==> config.mk <==
export PLATFORM = sky130hd
export DESIGN_NAME = nec_ir_frame_transmitter
export DESIGN_NICKNAME = d
export VERILOG_FILES = /design/src/hdl/nirt_pkg.sv /design/src/hdl/nirt_step.sv /design/src/hdl/nec_ir_frame_transmitter.sv
export SDC_FILE = /design/constraint.sdc
export NUM_CORES = 1
export LEC_CHECK = 0
export BUFFER_PORTS_ARGS = -buffer_cell sky130_fd_sc_hd__clkbuf_2
export CORE_MARGIN = 2
export CORE_UTILIZATION = 35
export CTS_BUF_LIST = sky130_fd_sc_hd__clkbuf_4 sky130_fd_sc_hd__clkbuf_8
export DETAILED_ROUTE_END_ITERATION = 7
export PLACE_DENSITY = 0.52
export RECOVER_POWER = 50
export SLEW_MARGIN = 20
export SYNTH_ARGS = -nofsm -noshare
export SYNTH_HDL_FRONTEND = slang
export SYNTH_SLANG_ARGS = --single-unit
==> constraint.sdc <==
create_clock -name clk -period 8.8 [get_ports clk]
set_input_delay 1.32 -clock clk [delete_from_list [all_inputs] [get_ports clk]]
set_output_delay 1.32 -clock clk [all_outputs]
set_load 0.1 [all_outputs]
==> src/hdl/nirt_pkg.sv <==
// Shared types and constants for the NEC infrared frame transmitter.
// Holds the phase encoding, register map, configuration, state and result structs.
// Depends on nothing; every other file refers to it by scoped names.
`timescale 1ns / 1ps

package nirt_pkg;

	typedef enum logic [5:0] {
		PH_IDLE       = 6'b000001,
		PH_LEAD_MARK  = 6'b000010,
		PH_LEAD_SPACE = 6'b000100,
		PH_BIT_MARK   = 6'b001000,
		PH_BIT_SPACE  = 6'b010000,
		PH_FINAL_MARK = 6'b100000
	} phase_t;

	localparam int unsigned CfgIndexWidth = 4;
	localparam int unsigned CfgDataWidth  = 12;

	localparam logic [CfgIndexWidth-1:0] REG_ADDRESS_LOW        = 4'd0;
	localparam logic [CfgIndexWidth-1:0] REG_ADDRESS_HIGH       = 4'd1;
	localparam logic [CfgIndexWidth-1:0] REG_CARRIER_HALF_TICKS = 4'd2;
	localparam logic [CfgIndexWidth-1:0] REG_UNIT_TICKS         = 4'd3;
	localparam logic [CfgIndexWidth-1:0] REG_LEADER_MARK_UNITS  = 4'd4;
	localparam logic [CfgIndexWidth-1:0] REG_LEADER_SPACE_UNITS = 4'd5;
	localparam logic [CfgIndexWidth-1:0] REG_BIT_MARK_UNITS     = 4'd6;
	localparam logic [CfgIndexWidth-1:0] REG_ONE_SPACE_UNITS    = 4'd7;

	localparam logic [7:0]  RST_ADDRESS_LOW        = 8'h10;
	localparam logic [7:0]  RST_ADDRESS_HIGH       = 8'h6f;
	localparam logic [7:0]  RST_CARRIER_HALF_TICKS = 8'd13;
	localparam logic [7:0]  RST_UNIT_TICKS         = 8'd8;
	localparam logic [11:0] RST_LEADER_MARK_UNITS  = 12'd1125;
	localparam logic [11:0] RST_LEADER_SPACE_UNITS = 12'd562;
	localparam logic [11:0] RST_BIT_MARK_UNITS     = 12'd70;
	localparam logic [11:0] RST_ONE_SPACE_UNITS    = 12'd210;

	localparam logic [4:0] LAST_BIT = 5'd31;

	typedef struct packed {
		logic [7:0]  address_low;
		logic [7:0]  address_high;
		logic [7:0]  carrier_half_ticks;
		logic [7:0]  unit_ticks;
		logic [11:0] leader_mark_units;
		logic [11:0] leader_space_units;
		logic [11:0] bit_mark_units;
		logic [11:0] one_space_units;
	} cfg_t;

	typedef struct packed {
		phase_t      phase;
		logic [4:0]  bit_number;
		logic [31:0] frame_bits;
		logic [7:0]  tick_in_unit;
		logic [11:0] units_left;
		logic [7:0]  carrier_count;
		logic        line_level;
	} state_t;

	typedef struct packed {
		logic ir_level;
		logic busy_res;
		logic start_rejected;
		logic frame_done;
	} result_t;

	function automatic logic [7:0] at_least_one8(input logic [7:0] v);
		return (v == 8'd0) ? 8'd1 : v;
	endfunction

	function automatic logic [11:0] at_least_one12(input logic [11:0] v);
		return (v == 12'd0) ? 12'd1 : v;
	endfunction

endpackage

==> src/hdl/nirt_step.sv <==
// Next-state and result logic for one item of the NEC infrared transmitter.
// Purely combinational; uses the types and helpers of nirt_pkg.
`timescale 1ns / 1ps

module nirt_step (
	input  nirt_pkg::cfg_t    cfg,
	input  nirt_pkg::state_t  st,
	input  logic              kind,
	input  logic [7:0]        command,
	output nirt_pkg::state_t  nxt,
	output nirt_pkg::result_t res
);

	logic                seg_go;
	nirt_pkg::phase_t    seg_phase;
	logic [11:0]         seg_units;
	logic                fin;
	logic                mark;
	logic [7:0]          cc_n;
	logic [7:0]          tick_n;

	always_comb begin
		nxt       = st;
		seg_go    = 1'b0;
		seg_phase = nirt_pkg::PH_IDLE;
		seg_units = 12'd0;
		fin       = 1'b0;
		mark      = st.phase inside {nirt_pkg::PH_LEAD_MARK, nirt_pkg::PH_BIT_MARK,
			nirt_pkg::PH_FINAL_MARK};
		cc_n      = st.carrier_count + 8'd1;
		tick_n    = st.tick_in_unit + 8'd1;
		res       = '0;

		if (kind) begin
			if (st.phase != nirt_pkg::PH_IDLE) begin
				res.start_rejected = 1'b1;
			end else begin
				nxt.frame_bits = {~command, command, cfg.address_high, cfg.address_low};
				nxt.bit_number = 5'd0;
				seg_go         = 1'b1;
				seg_phase      = nirt_pkg::PH_LEAD_MARK;
				seg_units      = cfg.leader_mark_units;
			end
		end else if (st.phase != nirt_pkg::PH_IDLE) begin
			if (mark) begin
				// A counter that wraps to zero also counts as a toggle point.
				if (cc_n >= nirt_pkg::at_least_one8(cfg.carrier_half_ticks) || cc_n == 8'd0) begin
					nxt.carrier_count = 8'd0;
					nxt.line_level    = ~st.line_level;
				end else begin
					nxt.carrier_count = cc_n;
				end
			end else begin
				nxt.line_level = 1'b0;
			end

			if (tick_n >= nirt_pkg::at_least_one8(cfg.unit_ticks) || tick_n == 8'd0) begin
				nxt.tick_in_unit = 8'd0;
				if (st.units_left <= 12'd1) begin
					case (st.phase)
						nirt_pkg::PH_LEAD_MARK: begin
							seg_go    = 1'b1;
							seg_phase = nirt_pkg::PH_LEAD_SPACE;
							seg_units = cfg.leader_space_units;
						end
						nirt_pkg::PH_LEAD_SPACE: begin
							nxt.bit_number = 5'd0;
							seg_go         = 1'b1;
							seg_phase      = nirt_pkg::PH_BIT_MARK;
							seg_units      = cfg.bit_mark_units;
						end
						nirt_pkg::PH_BIT_MARK: begin
							seg_go    = 1'b1;
							seg_phase = nirt_pkg::PH_BIT_SPACE;
							seg_units = st.frame_bits[st.bit_number] ? cfg.one_space_units
								: cfg.bit_mark_units;
						end
						nirt_pkg::PH_BIT_SPACE: begin
							seg_go    = 1'b1;
							seg_units = cfg.bit_mark_units;
							if (st.bit_number == nirt_pkg::LAST_BIT) begin
								seg_phase = nirt_pkg::PH_FINAL_MARK;
							end else begin
								nxt.bit_number = st.bit_number + 5'd1;
								seg_phase      = nirt_pkg::PH_BIT_MARK;
							end
						end
						default: begin
							fin = 1'b1;
						end
					endcase
				end else begin
					nxt.units_left = st.units_left - 12'd1;
				end
			end else begin
				nxt.tick_in_unit = tick_n;
			end
		end

		if (seg_go) begin
			nxt.phase         = seg_phase;
			nxt.units_left    = nirt_pkg::at_least_one12(seg_units);
			nxt.tick_in_unit  = 8'd0;
			nxt.carrier_count = 8'd0;
			nxt.line_level    = 1'b0;
		end
		if (fin) begin
			nxt.phase         = nirt_pkg::PH_IDLE;
			nxt.units_left    = 12'd0;
			nxt.tick_in_unit  = 8'd0;
			nxt.carrier_count = 8'd0;
			nxt.line_level    = 1'b0;
		end

		res.ir_level   = nxt.line_level;
		res.busy_res   = (nxt.phase != nirt_pkg::PH_IDLE);
		res.frame_done = fin;
	end

endmodule

==> src/hdl/nec_ir_frame_transmitter.sv <==
// Top level of the NEC infrared frame transmitter: registers, handshakes, assertions.
// Depends on nirt_pkg and instantiates nirt_step.
`timescale 1ns / 1ps

// Channel  Direction  Handshake             Payload
// in       input      in_valid / in_stall   kind, command
// out      output     out_valid / out_stall ir_level, busy_res, start_rejected, frame_done
// cfg      input      cfg_we                cfg_index, cfg_data
//
// One item per clock while out_stall is low: the frame state register and the
// result register are updated in the same cycle an item is accepted, so the
// result appears in the next cycle. The single result register sets the rate;
// it is refilled in the cycle it is taken. Reset returns to idle with the default registers.
// in_stall is raised only while a result is held by out_stall.

module nec_ir_frame_transmitter (
	input  logic        clk,
	input  logic        arst_n,
	input  logic        in_valid,
	output logic        in_stall,
	input  logic        kind,
	input  logic [7:0]  command,
	output logic        out_valid,
	input  logic        out_stall,
	output logic        ir_level,
	output logic        busy_res,
	output logic        start_rejected,
	output logic        frame_done,
	input  logic        cfg_we,
	input  logic [nirt_pkg::CfgIndexWidth-1:0] cfg_index,
	input  logic [nirt_pkg::CfgDataWidth-1:0]  cfg_data
);

	nirt_pkg::cfg_t    cfg_q;
	nirt_pkg::state_t  st_q;
	nirt_pkg::state_t  st_nxt;
	nirt_pkg::result_t res_nxt;
	nirt_pkg::result_t res_q;
	logic              out_valid_q;
	logic              in_accept;

	assign in_stall  = out_valid_q && out_stall;
	assign in_accept = in_valid && !in_stall;

	always_ff @(posedge clk or negedge arst_n) begin
		if (!arst_n) begin
			cfg_q.address_low        <= nirt_pkg::RST_ADDRESS_LOW;
			cfg_q.address_high       <= nirt_pkg::RST_ADDRESS_HIGH;
			cfg_q.carrier_half_ticks <= nirt_pkg::RST_CARRIER_HALF_TICKS;
			cfg_q.unit_ticks         <= nirt_pkg::RST_UNIT_TICKS;
			cfg_q.leader_mark_units  <= nirt_pkg::RST_LEADER_MARK_UNITS;
			cfg_q.leader_space_units <= nirt_pkg::RST_LEADER_SPACE_UNITS;
			cfg_q.bit_mark_units     <= nirt_pkg::RST_BIT_MARK_UNITS;
			cfg_q.one_space_units    <= nirt_pkg::RST_ONE_SPACE_UNITS;
		end else if (cfg_we) begin
			case (cfg_index)
				nirt_pkg::REG_ADDRESS_LOW:        cfg_q.address_low        <= cfg_data[7:0];
				nirt_pkg::REG_ADDRESS_HIGH:       cfg_q.address_high       <= cfg_data[7:0];
				nirt_pkg::REG_CARRIER_HALF_TICKS: cfg_q.carrier_half_ticks <= cfg_data[7:0];
				nirt_pkg::REG_UNIT_TICKS:         cfg_q.unit_ticks         <= cfg_data[7:0];
				nirt_pkg::REG_LEADER_MARK_UNITS:  cfg_q.leader_mark_units  <= cfg_data;
				nirt_pkg::REG_LEADER_SPACE_UNITS: cfg_q.leader_space_units <= cfg_data;
				nirt_pkg::REG_BIT_MARK_UNITS:     cfg_q.bit_mark_units     <= cfg_data;
				nirt_pkg::REG_ONE_SPACE_UNITS:    cfg_q.one_space_units    <= cfg_data;
				default: begin
				end
			endcase
		end
	end

	nirt_step u_step (
		.cfg     (cfg_q),
		.st      (st_q),
		.kind    (kind),
		.command (command),
		.nxt     (st_nxt),
		.res     (res_nxt)
	);

	always_ff @(posedge clk or negedge arst_n) begin
		if (!arst_n) begin
			st_q.phase         <= nirt_pkg::PH_IDLE;
			st_q.bit_number    <= 5'd0;
			st_q.frame_bits    <= 32'd0;
			st_q.tick_in_unit  <= 8'd0;
			st_q.units_left    <= 12'd0;
			st_q.carrier_count <= 8'd0;
			st_q.line_level    <= 1'b0;
			out_valid_q        <= 1'b0;
		end else if (in_accept) begin
			st_q        <= st_nxt;
			out_valid_q <= 1'b1;
		end else if (!out_stall) begin
			out_valid_q <= 1'b0;
		end
	end

	// Result payload needs no reset; it is qualified by out_valid_q.
	always_ff @(posedge clk) begin
		if (in_accept) begin
			res_q <= res_nxt;
		end
	end

	assign out_valid      = out_valid_q;
	assign ir_level       = res_q.ir_level;
	assign busy_res       = res_q.busy_res;
	assign start_rejected = res_q.start_rejected;
	assign frame_done     = res_q.frame_done;

	// The line is never driven high while no frame is in progress.
	a_idle_line_low: assert property (@(posedge clk) disable iff (!arst_n)
		(st_q.phase == nirt_pkg::PH_IDLE) |-> !st_q.line_level)
		else $error("line high while idle");

	// A finished frame leaves the block idle in the same item.
	a_done_not_busy: assert property (@(posedge clk) disable iff (!arst_n)
		(out_valid_q && res_q.frame_done) |-> !res_q.busy_res && !res_q.ir_level)
		else $error("frame_done while still busy");

	// A rejected start is only reported while a frame goes on.
	a_reject_busy: assert property (@(posedge clk) disable iff (!arst_n)
		(out_valid_q && res_q.start_rejected) |-> res_q.busy_res && !res_q.frame_done)
		else $error("start rejected while idle");

	// An accepted item always produces a result in the next cycle.
	a_accept_result: assert property (@(posedge clk) disable iff (!arst_n)
		in_accept |=> out_valid_q)
		else $error("accepted item produced no result");

	// A held result keeps the frame state frozen.
	a_stall_holds_state: assert property (@(posedge clk) disable iff (!arst_n)
		in_stall |=> $stable(st_q))
		else $error("state moved while stalled");

endmodule

==> impl_results.md <==
* Status: finished with violations
* Failing checks: capacitance limit, slew limit
* Max Cap Viol at 2
* Met2 wire len at 8160 um
* CTS buffer count at 17
* Slew headroom at -123%
* Max-slew violations at 77
* Buffers & Inverters on Critical Path at 2
* Worst-Margin Slew at 3.35 ns
* Worst EP arrival at 4.40 ns
* Vias per cell at 5.19
* Die area at 24,200 sq um
* Crit-path slowest cell: clkbuf_1
* Ordered cell list for the critical path: buf_6 -> clkbuf_1
* Initial antenna violation count at 0
* Final wirelength at 19,100 um
* CP required at 8.60 ns
* Critical path type: in2async
* Post-CTS Resized at 0
* RePlAce Congestion at 0.836
* Post-route minimum period at 4.60 ns
* F_max at 218 MHz
* Final Power at 1700 uW
* Startpoint Class: primary input
* Initial Util at 35.6%
* DP Worst Slack at 4.49 ns
* Post-route ant nets at 0
* # rows at 55
* Post-Layout Cell Count at 1,115
* P&R area growth vs syn at 10.4%
* Start of the worst register-to-register path: st_q[21]$_DFFE_PN0P_
* Synthesized area at 8050 sq um
* CP top delay family: buffers and inverters
* Drt initial violations at 363
* Total negative slack at 0 ns
* CTS root buf: clkbuf_8
* P_int at 1220 uW
* Combinational Power Share at 15.0%
* Reg clk slew, reported paths at 0.09 ns
* Hold_buf cts at 0
* Number of global-route vias before repair at 5,663
* Gate Count Post-Synth at 786
* Final antenna diode count at 0
* DRC Markers at 0
* Max incr delay on CP at 2.41 ns
* Met1 wire length at 10,100 um
* Die height at 156 um
* H-tree depth reported by CTS at 4
* Gr usage total at 16.7%
* Post-CTS setup buffer count at 0
* Seq cells post-synth at 157
* Yosys Warn Count at 0
* Width of the die at 156 um
* FFs w/ async S/R, synth at 97.5%
* Pwr/cell area at 192 nW/um^2
* Syn Nets at 842
* Met3 Routed Length at 635 um
* Share of cells above drive strength 1 at 22.3%
* Leak pwr at 0.00410 uW
* Final design area excluding fillers at 8880 sq um
* Final WS setup at 4.20 ns
* Worst vdd ir at 0.0000807 V
* Flop pwr share at 53.2%
* Vias at 5,784
* Detailed Place HPWL at 13,100 um
* Max clock buf depth at 2
* Port bufs at 35
* Switch Pwr at 485 uW
* Total core area at 22,600 sq um
* Uppermost layer routed: met4
* Mean Syn Cell Area at 10.2 sq um
* Setup violators final at 0
* Clk Latency, worst-skew pair at 0.45 ns
* Top FF cell, synth: dfrtp_1
* NumNets Final at 873
* Maximum fanout along the worst path at 91
* Final period util at 52.2%
* Clock power frac at 31.7%
* Largest net degree at the start of global routing at 92
* Worst setup EP type: asynchronous set/reset pin
* Number of enable flip-flop cells after synthesis at 4
* Grt ovf at 0
* Hold Vio Cnt, Final at 0
* Switching Fraction at 28.5%
* Hold Crit Class: reg2reg
* First-pass iteration count of the detailed router at 5
* DP Cell Count at 1,083
* WL/cell at 17.1 um
* Cell area after placement at 8500 sq um
* Post-synthesis sequential area ratio at 49.5%
* CP Launch Point: arst_n
* Global-route wire length before repair at 31,400 um
* Worst Hold Launch: cfg_q[68]$_DFFE_PN0P_
* CTS Sinks at 157
* IO Pins at 36
* Unrepaired setup endpoints after global routing: false
* Worst Skew at 0.0187 ns
* Library cells used by synthesis at 62
* CTS tree: done
[registers in the layout (all words and copies together), names as in the netlist]
register        count
ir_level            1
busy_res            1
out_valid           1
st_q               72
start_rejected      1
cfg_q              80
frame_done          1
[layout make-up]
type | count | area (sq um)
Tap cell | 285 | 357
Clock inverter | 10 | 104
Sequential cell | 157 | 3980
Inverter | 36 | 135
Clock buffer | 22 | 290
Fill cell | 2274 | 13700
Multi-Input combinational cell | 566 | 3810
Timing Repair Buffer | 39 | 201
[power groups by stage]
stage                     Clock [uW]  Sequential [uW]  Combinational, uW
after global placement             0              919                254
after detailed placement           0              923                259
after floorplan                    0              899                194
after global routing             589              923                289
final                            541              907                256
after CTS                        559              908                260
[logic make-up after synthesis]
family                     synth area share [%]
AOI/OAI and AO/OA                          13.0
xor gates and xnor gates                   1.74
adders and majority gates                  4.04
buffers and inverters                      3.27
DFF                                        49.5
muxes                                      12.6
and+or+nand+nor                            15.8
[per-stage QoR]
stage                     util (%)  hold slack, ns
after floorplan                  -           0.433
after detailed placement      37.7           0.446
after CTS                     39.4           0.467
final                         39.3           0.467
after global routing          39.3           0.483
after global placement        37.7           0.443
[layout by cell type (no fill, tap or decap), drive strengths merged, types with 5 or more instances in the layout]
cell type,synthesis,routed
nand3b,5,5
nor4,5,5
ha,26,26
xor2,10,10
dfstp,28,28
a22o,5,5
a21oi,19,19
nand2b,15,15
o31ai,6,6
nor2b,5,5
dfrtp,125,125
o211ai,5,5
o21ai,55,55
o21a,7,7
mux2,74,74
a221oi,8,8
mux2i,11,11
inv,35,39
a21o,10,10
nor3,12,12
nand3,15,15
and2,5,5
xnor2,6,6
clkbuf,19,58
nor2,34,34
nand2,166,166
[routing by layer]
metal / GRT usage (%) / vias up
met4: 4.46 / 0
met2: 24.0 / 119
met3: 3.06 / 11
met5: 0 / -
met1: 25.8 / 2818
li1: - / 2836
[cell usage after synthesis, drive strengths merged (3+ instances only)]
| cell type | instances | area [sq um] |
|---|---|---|
| edfxtp | 4 | 120 |
| and2 | 5 | 31.3 |
| o211ai | 5 | 37.5 |
| nor2b | 5 | 33.8 |
| a221o | 4 | 40.0 |
| ha | 26 | 325 |
| a21oi | 19 | 95.1 |
| dfstp | 28 | 736 |
| o21ai | 55 | 275 |
| a211oi | 3 | 22.5 |
| clkbuf | 19 | 71.3 |
| o2bb2ai | 3 | 26.3 |
| mux4 | 3 | 71.3 |
| xor2 | 10 | 87.6 |
| or2 | 3 | 18.8 |
| dfrtp | 125 | 3130 |
| nand4 | 3 | 18.8 |
| nor2 | 34 | 128 |
| or3 | 4 | 25.0 |
| buf | 8 | 56.3 |
| nand2b | 15 | 93.8 |
| a21o | 10 | 75.1 |
| nand3b | 5 | 37.5 |
| nor3b | 4 | 30.0 |
| mux2i | 11 | 110 |
| a221oi | 8 | 95.1 |
| nor4 | 5 | 31.3 |
| nand3 | 15 | 75.1 |
| a31oi | 4 | 25.0 |
| mux2 | 74 | 833 |
| o22ai | 3 | 18.8 |
| a2111o | 3 | 33.8 |
| and3 | 4 | 25.0 |
| nand2 | 166 | 623 |
| xnor2 | 6 | 52.6 |
| a22oi | 4 | 30.0 |
| a311oi | 3 | 32.5 |
| inv | 35 | 131 |
| o31ai | 6 | 45.0 |
| nor3 | 12 | 65.1 |
| a22o | 5 | 43.8 |
| o21a | 7 | 52.6 |
[worst paths after layout]
| kind | cells after the start | to | slack, ns |
|---|---|---|---|
| min | 2 | st_q[41]$_DFFE_PN0P_ | 0.47 |
| min in group asynchronous | 1 | cfg_q[75]$_DFFE_PN0P_ | 0.93 |
| min reg2reg | 2 | st_q[41]$_DFFE_PN0P_ | 0.47 |
| max in group clk | 8 | st_q[14]$_DFFE_PN0P_ | 4.50 |
| max reg2reg | 15 | st_q[9]$_DFFE_PN0P_ | 5.14 |
| max | 2 | st_q[14]$_DFFE_PN0P_ | 4.20 |
Note: power is estimated with default switching activity, not from simulation.
